`src/hw/rtl/prld_pkg.sv`:
```
// shared types and constants for the pixel run-length decoder
package prld_pkg;

  // decode phase of the front end
  typedef enum logic [2:0] {
    PH_HEADER  = 3'd0,
    PH_RUN     = 3'd1,
    PH_LITERAL = 3'd2,
    PH_DONE    = 3'd3,
    PH_ERROR   = 3'd4
  } prld_phase_e;

  // end-of-tile status codes
  localparam logic [1:0] ST_OK       = 2'd0;
  localparam logic [1:0] ST_TRUNC    = 2'd1;
  localparam logic [1:0] ST_OVERRUN  = 2'd2;
  localparam logic [1:0] ST_TRAILING = 2'd3;

  // result kinds
  localparam logic KIND_PIXEL  = 1'b0;
  localparam logic KIND_STATUS = 1'b1;

  // header byte layout
  localparam logic [7:0] HDR_COUNT_MASK = 8'h7F;
  localparam int unsigned HDR_RUN_BIT   = 7;
  localparam logic [1:0] LAST_SLOT      = 2'd3;

  // queue between front and back
  localparam int unsigned QDEPTH = 4;
  localparam int unsigned QPW    = $clog2(QDEPTH);

  // one queue entry: an optional pixel group and an optional status
  typedef struct packed {
    logic        pix_vld;
    logic [31:0] pixel;
    logic [7:0]  count;
    logic [11:0] index;
    logic        stat_vld;
    logic [1:0]  status;
  } prld_entry_t;

  // queue state seen by the front end
  typedef struct packed {
    logic full;
  } prld_qstat_t;

endpackage

```
`src/hw/rtl/prld_front.sv`:
```
// front end: takes payload bytes, tracks packets and builds queue entries
module prld_front import prld_pkg::*; #(
  parameter int TILE_PIXELS = 4096
) (
  input  logic        clk_i,
  input  logic        rst_ni,
  input  logic        valid_i,
  output logic        ready_o,
  input  logic [7:0]  byte_i,
  input  logic        last_i,
  input  prld_qstat_t qstat_i,
  output logic        push_o,
  output prld_entry_t entry_o
);

  localparam int DW = $clog2(TILE_PIXELS + 1);
  localparam int EW = ((DW > 12) ? DW : 12) + 1;
  localparam logic [EW-1:0] TILE_EXT = EW'(TILE_PIXELS);

  prld_phase_e phase_q, phase_d;
  logic [7:0]  rem_q, rem_d;
  logic [1:0]  slot_q, slot_d;
  logic [23:0] partial_q, partial_d;
  logic [DW-1:0] done_q, done_d;
  logic [1:0]  err_q, err_d;

  logic          accept;
  logic [7:0]    hdr_count;
  logic [7:0]    cnt;
  logic [EW-1:0] done_ext;

  assign accept   = valid_i && !qstat_i.full;
  assign ready_o  = !qstat_i.full;
  assign done_ext = EW'(done_q);

  // state registers
  always_ff @(posedge clk_i or negedge rst_ni) begin
    if (!rst_ni) begin
      phase_q   <= PH_HEADER;
      rem_q     <= '0;
      slot_q    <= '0;
      partial_q <= '0;
      done_q    <= '0;
      err_q     <= ST_OK;
    end else begin
      phase_q   <= phase_d;
      rem_q     <= rem_d;
      slot_q    <= slot_d;
      partial_q <= partial_d;
      done_q    <= done_d;
      err_q     <= err_d;
    end
  end

  // byte decode, next state and entry build
  always_comb begin
    phase_d   = phase_q;
    rem_d     = rem_q;
    slot_d    = slot_q;
    partial_d = partial_q;
    done_d    = done_q;
    err_d     = err_q;
    hdr_count = (byte_i & HDR_COUNT_MASK) + 8'd1;
    cnt       = (phase_q == PH_RUN) ? rem_q : 8'd1;

    entry_o          = '0;
    entry_o.pixel    = {byte_i, partial_q};
    entry_o.count    = cnt;
    entry_o.index    = done_ext[11:0];

    if (accept) begin
      case (phase_q)
        PH_HEADER: begin
          if (EW'(hdr_count) + done_ext > TILE_EXT) begin
            err_d   = ST_OVERRUN;
            phase_d = PH_ERROR;
          end else begin
            rem_d     = hdr_count;
            slot_d    = '0;
            partial_d = '0;
            phase_d   = byte_i[HDR_RUN_BIT] ? PH_RUN : PH_LITERAL;
          end
        end
        PH_RUN, PH_LITERAL: begin
          if (slot_q != LAST_SLOT) begin
            case (slot_q)
              2'd0:    partial_d[7:0]   = byte_i;
              2'd1:    partial_d[15:8]  = byte_i;
              default: partial_d[23:16] = byte_i;
            endcase
            slot_d = slot_q + 2'd1;
          end else begin
            entry_o.pix_vld = 1'b1;
            done_d    = done_q + DW'(cnt);
            rem_d     = rem_q - cnt;
            slot_d    = '0;
            partial_d = '0;
            if (rem_d == 8'd0) begin
              phase_d = (EW'(done_d) >= TILE_EXT) ? PH_DONE : PH_HEADER;
            end
          end
        end
        PH_DONE: begin
          err_d   = ST_TRAILING;
          phase_d = PH_ERROR;
        end
        default: begin
          // error drain: byte ignored
        end
      endcase

      // end of payload: status, then rearm
      if (last_i) begin
        entry_o.stat_vld = 1'b1;
        entry_o.status   = (err_d != ST_OK) ? err_d :
                           ((phase_d == PH_DONE) ? ST_OK : ST_TRUNC);
        phase_d   = PH_HEADER;
        rem_d     = '0;
        slot_d    = '0;
        partial_d = '0;
        done_d    = '0;
        err_d     = ST_OK;
      end
    end
  end

  assign push_o = accept && (entry_o.pix_vld || entry_o.stat_vld);

endmodule

```
`src/hw/rtl/prld_queue.sv`:
```
// short entry queue between the front end and the back end
module prld_queue import prld_pkg::*; (
  input  logic        clk_i,
  input  logic        rst_ni,
  input  logic        push_i,
  input  prld_entry_t entry_i,
  input  logic        pop_i,
  output logic        nempty_o,
  output prld_entry_t head_o,
  output prld_qstat_t qstat_o
);

  prld_entry_t mem_q [QDEPTH];
  logic [QPW-1:0] wptr_q, rptr_q;
  logic [QPW:0]   fill_q;
  logic           do_push, do_pop;

  assign do_push = push_i && (fill_q != (QPW+1)'(QDEPTH));
  assign do_pop  = pop_i && (fill_q != '0);

  // entry storage
  always_ff @(posedge clk_i) begin
    if (do_push) begin
      mem_q[wptr_q] <= entry_i;
    end
  end

  // pointers and fill level
  always_ff @(posedge clk_i or negedge rst_ni) begin
    if (!rst_ni) begin
      wptr_q <= '0;
      rptr_q <= '0;
      fill_q <= '0;
    end else begin
      if (do_push) wptr_q <= wptr_q + 1'b1;
      if (do_pop)  rptr_q <= rptr_q + 1'b1;
      fill_q <= fill_q + (QPW+1)'(do_push) - (QPW+1)'(do_pop);
    end
  end

  assign head_o       = mem_q[rptr_q];
  assign nempty_o     = (fill_q != '0);
  assign qstat_o.full = (fill_q == (QPW+1)'(QDEPTH));

endmodule

```
`src/hw/rtl/prld_back.sv`:
```
// back end: output register that sends an entry's pixel group, if any, and then its status, if any
module prld_back import prld_pkg::*; (
  input  logic        clk_i,
  input  logic        rst_ni,
  input  logic        nempty_i,
  input  prld_entry_t head_i,
  output logic        pop_o,
  output logic        valid_o,
  input  logic        ready_i,
  output logic        kind_o,
  output logic [31:0] pixel_o,
  output logic [7:0]  count_o,
  output logic [11:0] index_o,
  output logic [1:0]  status_o,
  output logic        final_o
);

  prld_entry_t cur_q;
  logic        cur_vld_q;
  logic        hs, two;

  assign hs    = valid_o && ready_i;
  assign two   = cur_q.pix_vld && cur_q.stat_vld;
  assign pop_o = nempty_i && (!cur_vld_q || (hs && !two));

  // current entry register
  always_ff @(posedge clk_i or negedge rst_ni) begin
    if (!rst_ni) begin
      cur_vld_q <= 1'b0;
    end else if (!cur_vld_q || (hs && !two)) begin
      cur_vld_q <= nempty_i;
    end
  end

  always_ff @(posedge clk_i) begin
    if (pop_o) begin
      cur_q <= head_i;
    end else if (hs && two) begin
      cur_q.pix_vld <= 1'b0;
    end
  end

  // result selection: pixel group first
  always_comb begin
    valid_o = cur_vld_q;
    if (cur_q.pix_vld) begin
      kind_o   = KIND_PIXEL;
      pixel_o  = cur_q.pixel;
      count_o  = cur_q.count;
      index_o  = cur_q.index;
      status_o = ST_OK;
      final_o  = !cur_q.stat_vld;
    end else begin
      kind_o   = KIND_STATUS;
      pixel_o  = '0;
      count_o  = '0;
      index_o  = '0;
      status_o = cur_q.status;
      final_o  = 1'b1;
    end
  end

endmodule

```
`src/hw/rtl/pixel_run_length_decoder.sv`:
```
// top level of the pixel run-length decoder
//
//  channel   dir  handshake                   payload
//  s_axis    in   s_axis_tvalid/tready        tdata = data_byte, tlast = end_of_payload
//  m_axis    out  m_axis_tvalid/tready        tdata, tuser = result_kind,
//                                             tlast = final_result
//
// one byte is taken each cycle while the four-entry queue has room; the
// front end decodes it in that cycle. the back end sends one result per
// cycle from its output register while m_axis_tready is high, so a byte that
// gives a pixel group and a status yields two results, the pixel group first.
// reset is asynchronous, active low, and puts the decoder at a tile start.
// either side may stall freely; the queue absorbs the difference.
module pixel_run_length_decoder import prld_pkg::*; #(
  parameter int TILE_PIXELS = 4096
) (
  input  logic        clk_i,
  input  logic        rst_ni,
  input  logic        s_axis_tvalid,
  output logic        s_axis_tready,
  input  logic [7:0]  s_axis_tdata,   // data_byte [7:0]
  input  logic        s_axis_tlast,
  output logic        m_axis_tvalid,
  input  logic        m_axis_tready,
  // pixel_value [31:0], repeat_count [39:32], first_index [51:40],
  // decode_status [53:52], zero [55:54]
  output logic [55:0] m_axis_tdata,
  output logic        m_axis_tuser,   // result_kind [0]
  output logic        m_axis_tlast
);

  prld_entry_t push_entry, head;
  prld_qstat_t qstat;
  logic        push, pop, nempty;
  logic [31:0] pixel;
  logic [7:0]  count;
  logic [11:0] index;
  logic [1:0]  status;

  // byte decode
  prld_front #(.TILE_PIXELS(TILE_PIXELS)) u_front (
    .clk_i   (clk_i),
    .rst_ni  (rst_ni),
    .valid_i (s_axis_tvalid),
    .ready_o (s_axis_tready),
    .byte_i  (s_axis_tdata),
    .last_i  (s_axis_tlast),
    .qstat_i (qstat),
    .push_o  (push),
    .entry_o (push_entry)
  );

  // decoupling queue
  prld_queue u_queue (
    .clk_i    (clk_i),
    .rst_ni   (rst_ni),
    .push_i   (push),
    .entry_i  (push_entry),
    .pop_i    (pop),
    .nempty_o (nempty),
    .head_o   (head),
    .qstat_o  (qstat)
  );

  // result output
  prld_back u_back (
    .clk_i    (clk_i),
    .rst_ni   (rst_ni),
    .nempty_i (nempty),
    .head_i   (head),
    .pop_o    (pop),
    .valid_o  (m_axis_tvalid),
    .ready_i  (m_axis_tready),
    .kind_o   (m_axis_tuser),
    .pixel_o  (pixel),
    .count_o  (count),
    .index_o  (index),
    .status_o (status),
    .final_o  (m_axis_tlast)
  );

  assign m_axis_tdata = {2'b00, status, index, count, pixel};

endmodule
```
`config.mk`:
```
export PLATFORM = sky130hd
export DESIGN_NAME = pixel_run_length_decoder
export DESIGN_NICKNAME = d
export VERILOG_FILES = /design/src/hw/rtl/prld_pkg.sv /design/src/hw/rtl/prld_front.sv /design/src/hw/rtl/prld_queue.sv /design/src/hw/rtl/prld_back.sv /design/src/hw/rtl/pixel_run_length_decoder.sv
export SDC_FILE = /design/constraint.sdc
export NUM_CORES = 1
export LEC_CHECK = 0
export ABC_AREA = 1
export BUFFER_PORTS_ARGS = -buffer_cell sky130_fd_sc_hd__buf_2
export CAP_MARGIN = 20
export CORE_MARGIN = 3
export CORE_UTILIZATION = 55
export CTS_CLUSTER_DIAMETER = 40
export DETAILED_ROUTE_END_ITERATION = 8
export PLACE_DENSITY = 0.73
export RECOVER_POWER = 50
export SLEW_MARGIN = 5
export SYNTH_ARGS = -nofsm -noshare
export SYNTH_HDL_FRONTEND = slang
export SYNTH_SLANG_ARGS = --single-unit
```
`constraint.sdc`:
```
create_clock -name clk_i -period 5.25 [get_ports clk_i]
set_input_delay 1.05 -clock clk_i [delete_from_list [all_inputs] [get_ports clk_i]]
set_output_delay 1.05 -clock clk_i [all_outputs]
set_load 0.03 [all_outputs]
```
==> results of run 1 <==
flip-flops by register name, indices dropped and copies added, names as in the netlist:
signal             count
u_front.partial_q     24
u_queue.mem_q        224
u_queue.wptr_q         2
u_back.valid_o         1
u_front.phase_q        3
u_queue.fill_q         3
u_front.done_q        13
u_queue.rptr_q         2
u_back.cur_q          56
u_front.slot_q         2
u_front.err_q          2
u_front.rem_q          8
report_power, final:
part	total (mW)	internal (mW)	switching (mW)
clock	2.88	1.76	1.12
sequential	4.09	3.78	0.313
combinational	3.13	0.842	2.29
layout make-up:
cell class                      count  area (sq um)  area share, %
Tap cell                          335         419.2          2.476
Clock buffer                       56          1185          6.999
Timing Repair Buffer               85         470.5          2.779
Multi-Input combinational cell    796          4123          24.35
Sequential cell                   340          9911          58.54
Inverter                          154         578.1          3.415
Clock inverter                     22         242.7          1.434
cell usage in the layout (no fill, tap or decap), types with 7 or more instances in the layout:
cell type	synthesis	routed
nor2_1	177	174
o21ai_0	139	139
xor2_1	7	7
nand2_1	221	221
nand4_1	7	7
ha_1	27	27
a21oi_1	18	18
dfrtp_1	60	59
inv_1	147	150
buf_2	2	59
clkbuf_1	45	21
clkbuf_16	0	43
buf_4	3	7
nand2_2	7	7
o21ai_1	22	22
o22ai_1	59	59
edfxtp_1	280	280
nand3_1	46	47
o21ai_2	13	13
worst min-delay path, cell delays in order, from the launching register on:
cell and delay, ns:
dfrtp_1 0.34, nand2_1 0.05, o21ai_0 0.07
layer usage:
metal  share of wire [%]  up-vias  routed length (microns)
met2                  48      339                    15910
met4                 2.0        0                      657
met5                   0        -                        0
li1                    -     4768                        -
met3                 6.3       56                     2110
met1                  44     4882                    14810
per-stage QoR:
stage / worst slack [ns] / std cells
global placement: 1.191 / 1710
detailed placement: 1.065 / 1710
CTS: 1.596 / 1788
finish: 1.210 / 1788
floorplan: 0.5419 / 1344
global route: 0.7184 / 1788
worst paths after layout:
check	from	to	slack, ns	depth (start not counted)
min in group asynchronous	rst_ni	u_front.partial_q[22]$_DFFE_PN0P_	0.61	1
max in group asynchronous	rst_ni	u_queue.rptr_q[0]$_DFFE_PN0P_	1.30	2
setup reg to reg	u_queue.rptr_q[0]$_DFFE_PN0P_	u_back.cur_q[12]$_DFFE_PP_	1.21	5
setup / recovery	u_queue.rptr_q[0]$_DFFE_PN0P_	u_back.cur_q[12]$_DFFE_PP_	1.21	5
hold / removal	u_front.err_q[1]$_DFFE_PN0P_	u_front.err_q[1]$_DFFE_PN0P_	0.50	2
hold reg to reg	u_front.err_q[1]$_DFFE_PN0P_	u_front.err_q[1]$_DFFE_PN0P_	0.50	2
logic make-up after synthesis:
logic type                 count (synthesis)  share of synthesized area [%]
other                                      1                        0.02529
AOI/OAI and AO/OA                        266                          10.13
and+or+nand+nor                          487                          14.08
xor gates and xnor gates                  11                         0.7003
DFF                                      340                          66.82
buffers and inverters                    208                          5.560
adders and majority gates                 30                          2.683
==> summary.txt, run 1 <==
Critical path
  – Critical-path maximum fanout: 56
  – Worst Setup End Kind: flip-flop
  – CP peak stage delay: 1.27 ns
  – Crit-path slowest cell: inv_1
  – Worst Path Arrival: 4.33 ns
  – Top Family by Delay on Critical Path: buffers and inverters
  – Critical Path RT: 5.55 ns
  – Crit-path cells: clkbuf_2 > inv_1 > clkbuf_1 > o21ai_0 > o22ai_1
  – Crit Path Category: reg2reg
  – Buf+Inv Stages, Crit Path: 3
  – CP Launch Type: flip-flop

Floorplan
  – Initial Utilization: 56.43%
  – Top-level I/O count: 73
  – Die area: 28970 sq um
  – Die width: 170.2 microns
  – Core Rows: 59
  – Die Height: 170.2 microns
  – Core area: 26280 sq um

Route
  – Detailed Route Iter0 Violations: 1277
  – Final ANT Viol Nets: 0
  – WL final: 33490 microns
  – # DRC: 0
  – Drt wl/cell: 18.73 microns
  – Vias: 10050
  – Vias per inst: 5.618
  – DR pass1 iterations: 5

Worst hold path
  – Hold Path Class: reg2reg

Place
  – DP HPWL: 20440 microns
  – Post-DP Area: 15540 sq um
  – IO buf count: 70
  – GP Congestion: 0.9186

Global routing
  – Vias in the first global route: 9590
  – Pin count of the biggest net entering global routing: 60
  – GRT met3 Usage: 3.763%
  – Antenna violations before repair: 0
  – GRT Total Usage: 23.11%
  – GRT busiest layer: met2
  – Grt met1 use: 32.64%
  – M2 GR Usage: 37.57%
  – GR Overflow Total: 0
  – First-pass GRT wire length: 52190 microns

Synth
  – FFs w/ async S/R, synth: 17.65%
  – Seq/Total Area, Yosys: 66.82%
  – Ranking of synthesized cells by area: edfxtp_1 57%, dfrtp_1 10%, nand2_1 5.6%
  – Synth Register Bits: 340
  – Post-synth EDFFs: 280
  – Mapped Area: 14830 sq um
  – Most numerous cell in the Yosys netlist: edfxtp_1
  – Ys flop type: edfxtp_1
  – Unique masters post-synth: 44
  – Synth Area per Inst: 11.04 sq um
  – Commonest cells in the netlist: 280 x edfxtp_1, 221 x nand2_1, 177 x nor2_1
  – Cell taking the most area after synthesis: edfxtp_1
  – Cells after Synth: 1343
  – Yosys top cell area share: 56.69%
  – Synth warnings: 0

Flow run
  – Maxcap violations: 3

Timing
  – Max Fclk: 247.5 MHz
  – Final hold vios: 0
  – Setup Skew: 0.02832 ns
  – Unrepaired setup endpoints after global routing: false
  – Final Max Slew Viols: 165
  – Min Hold Slack: 0.5003 ns
  – Final min period: 4.040 ns
  – Slew HR: -87.29%
  – Tcrit/Tclk final: 76.95%
  – Worst slew pin tran: 2.809 ns
  – Setup Viol. Count Final: 0
  – Setup TNS: 0 ns

Outcome
  – Status: finished, violations left
  – Failing checks: capacitance limit, slew limit

Cells and area
  – Layout cell share with drive strength beyond 1: 13.56%
  – Core Util, Final: 64.42%
  – Fillcell total: 1970
  – Syn-to-layout area delta: 14.15%
  – Final instance area: 16930 sq um
  – Antenna diodes: 0
  – Final net count: 1462

Clock network
  – Post-CTS Setup Repair Bufs: 0
  – Clock root buffer: clkbuf_16
  – CTS Buf Count: 42
  – PostCTS Resize Cnt: 0
  – CTS hold repair buffers: 0
  – H-tree Lvls: 2
  – TritonCTS clock tree: yes
  – CTS Buffer Depth: 3
  – Clock sinks: 340
  – Clk slew on worst S/H paths: 0.06 ns
  – Worst skew pair latency: 0.54 ns

Power and ir drop
  – Total power: 10.10 mW
  – Leak: 6.996 nW
  – Peak VDD IR: 0.3163 mV
  – PwrDens: 596.4 nW/um^2
Power figures use the tool's default switching activity.
==> run 2, diff against run 1 <==
PLACE_DENSITY = 0.76   (was 0.73)
clock period = 3.6 ns   (was 5.25 ns; I/O delays follow)
==> summary.txt, run 2 (synthesized netlist as in run 1, its figures left out) <==
Timing
  – Worst slew pin tran: 1.695 ns
  – Unrepaired setup endpoints after global routing: false
  – Final min period: 3.305 ns
  – Max Fclk: 302.6 MHz
  – Setup Skew: 0.02431 ns
  – Final hold vios: 0
  – Setup TNS: 0 ns
  – Slew HR: -13.02%
  – Setup Viol. Count Final: 0
  – Tcrit/Tclk final: 91.81%
  – Final Max Slew Viols: 171

Floorplan
  – Core Rows: 59
  – Die Height: 170.2 microns
  – Initial Utilization: 56.43%
  – Die width: 170.2 microns
  – Core area: 26280 sq um
  – Top-level I/O count: 73
  – Die area: 28970 sq um

Power and ir drop
  – Cell-internal power: 9.129 mW
  – PwrDens: 846.9 nW/um^2
  – Psw: 5.331 mW
  – Part of the power in the clock network: 26.6%
  – Leak: 7.102 nW
  – Peak VDD IR: 0.4394 mV
  – Gate power share: 32.5%
  – Reg power frac: 40.9%
  – Sw Ratio: 36.87%

Clock network
  – Post-CTS Setup Repair Bufs: 0
  – CTS Buf Count: 38
  – TritonCTS clock tree: yes
  – Clock root buffer: clkbuf_16
  – CTS Buffer Depth: 3
  – Worst skew pair latency: 0.52 ns
  – H-tree Lvls: 2
  – Clock sinks: 340
  – Clk slew on worst S/H paths: 0.06 ns
  – CTS hold repair buffers: 0

Place
  – DP HPWL: 20330 microns
  – Placed cell count: 1744
  – IO buf count: 70
  – GP Congestion: 0.9212

Critical path
  – Crit Path Category: reg2reg
  – CP peak stage delay: 1.12 ns
  – Top Family by Delay on Critical Path: buffers and inverters
  – Buf+Inv Stages, Crit Path: 2
  – Crit-path cells: inv_1 > clkbuf_2 > o21ai_0 > o22ai_1
  – Worst Path Arrival: 3.65 ns
  – Critical Path RT: 3.95 ns
  – Worst Setup End Kind: flip-flop
  – Critical-path maximum fanout: 62
  – CP Launch Type: flip-flop
  – Crit-path slowest cell: inv_1

Cells and area
  – Most common cell after layout, fill and taps aside: edfxtp_1
  – Syn-to-layout area delta: 15.14%
  – Most frequent cells in the layout: 280 x edfxtp_1, 221 x nand2_1, 172 x nor2_1
  – Layout cell share with drive strength beyond 1: 15.35%
  – Fin cells: 1814
  – Top reg by flops: u_queue.mem_q
  – Antenna diodes: 0
  – Final net count: 1493
  – Max reg flops: 224
  – Largest registers: u_queue.mem_q: 224 flops, u_back.cur_q: 56 flops, u_front.partial_q: 24 flops

Global routing
  – Vias in the first global route: 9872
  – GRT Total Usage: 23.07%
  – First-pass GRT wire length: 52280 microns
  – Antenna violations before repair: 2
  – Pin count of the biggest net entering global routing: 114
  – GR Overflow Total: 0

Route
  – Vias per inst: 5.590
  – Detailed Route Iter0 Violations: 989
  – Drt wl/cell: 18.17 microns
  – # DRC: 0
  – Final ANT Viol Nets: 0
  – WL final: 32970 microns
  – DR pass1 iterations: 5
  – Vias: 10140

Outcome
  – Status: finished, violations left
  – Failing checks: capacitance limit, slew limit

Flow run
  – Maxcap violations: 3

Worst hold path
  – Hold Path Class: reg2reg
==> run 2: cell count changes in the layout (fill, tap and decap cells not counted), sizes merged <==
cell | before | now
clkbuf | 72 | 66
clkinvlp | 6 | 4
inv | 158 | 162
clkinv | 9 | 8
buf | 69 | 100
==> run 2: final timing paths <==
check / from / endpoint / slack (ns) / cells after the start
worst max-delay path: u_queue.rptr_q[0]$_DFFE_PN0P_ / u_back.cur_q[37]$_DFFE_PP_ / 0.29 / 4
worst min-delay path: u_front.rem_q[7]$_DFFE_PN0P_ / u_front.rem_q[7]$_DFFE_PN0P_ / 0.49 / 2
worst max register to register: u_queue.rptr_q[0]$_DFFE_PN0P_ / u_back.cur_q[37]$_DFFE_PP_ / 0.29 / 4
worst min register to register: u_front.rem_q[7]$_DFFE_PN0P_ / u_front.rem_q[7]$_DFFE_PN0P_ / 0.49 / 2
max in group asynchronous: rst_ni / u_queue.rptr_q[0]$_DFFE_PN0P_ / 1.75 / 2
min in group asynchronous: rst_ni / u_queue.wptr_q[0]$_DFFE_PN0P_ / 0.72 / 2
==> run 2: routing by layer <==
metal	share of wire, %	global-route usage [%]
met3	6.7	4.042
met4	2.3	7.901
met1	43	31.94
met5	0.082	0
met2	48	37.43
==> run 2: repair_timing <==
item / 4_1_cts / 5_1_grt
endpoints found under the setup margin: 0 / 9
gates resized for setup: 0 / 3
hold endpoints to repair: 0 / 0
==> run 2: worst register-to-register path: stages, from the launching register on <==
cell and delay, ns:
dfrtp_2 0.40, inv_1 1.12, clkbuf_2 1.11, o21ai_0 0.28, o22ai_1 0.22
==> run 2: area by class of cell <==
type | count | area, sq um
Clock buffer | 46 | 1032
Clock inverter | 23 | 239.0
Fill cell | 1958 | 9205
Inverter | 154 | 578.1
Multi-Input combinational cell | 796 | 4136
Sequential cell | 340 | 9911
Tap cell | 335 | 419.2
Timing Repair Buffer | 120 | 759.5
==> run 2: power groups by stage <==
stage          combinational (mW)  clock, mW  sequential, mW
6_report                     4.71       3.84            5.91
5_1_grt                      5.23       4.06            6.00
4_1_cts                      4.71       3.90            5.90
3_5_place_dp                 4.68          0            5.97
3_3_place_gp                 4.54          0            5.93
2_1_floorplan                3.33          0            5.86
==> run 2: through the flow <==
stage | cell area [sq um] | total power, mW | setup WS (ns) | hold slack, ns | util, %
6_report | 17080 | 14.46 | 0.2949 | 0.4931 | 64.97
5_1_grt | 17080 | 15.28 | 0.02003 | 0.5189 | 64.97
4_1_cts | 17100 | 14.51 | 0.3937 | 0.4296 | 65.08
3_5_place_dp | 15830 | 10.65 | -0.1364 | 0.4690 | 60.24
3_3_place_gp | 15830 | 10.47 | -0.08658 | 0.4676 | 60.24
2_1_floorplan | 14830 | 9.190 | -0.8139 | 0.4244 | -
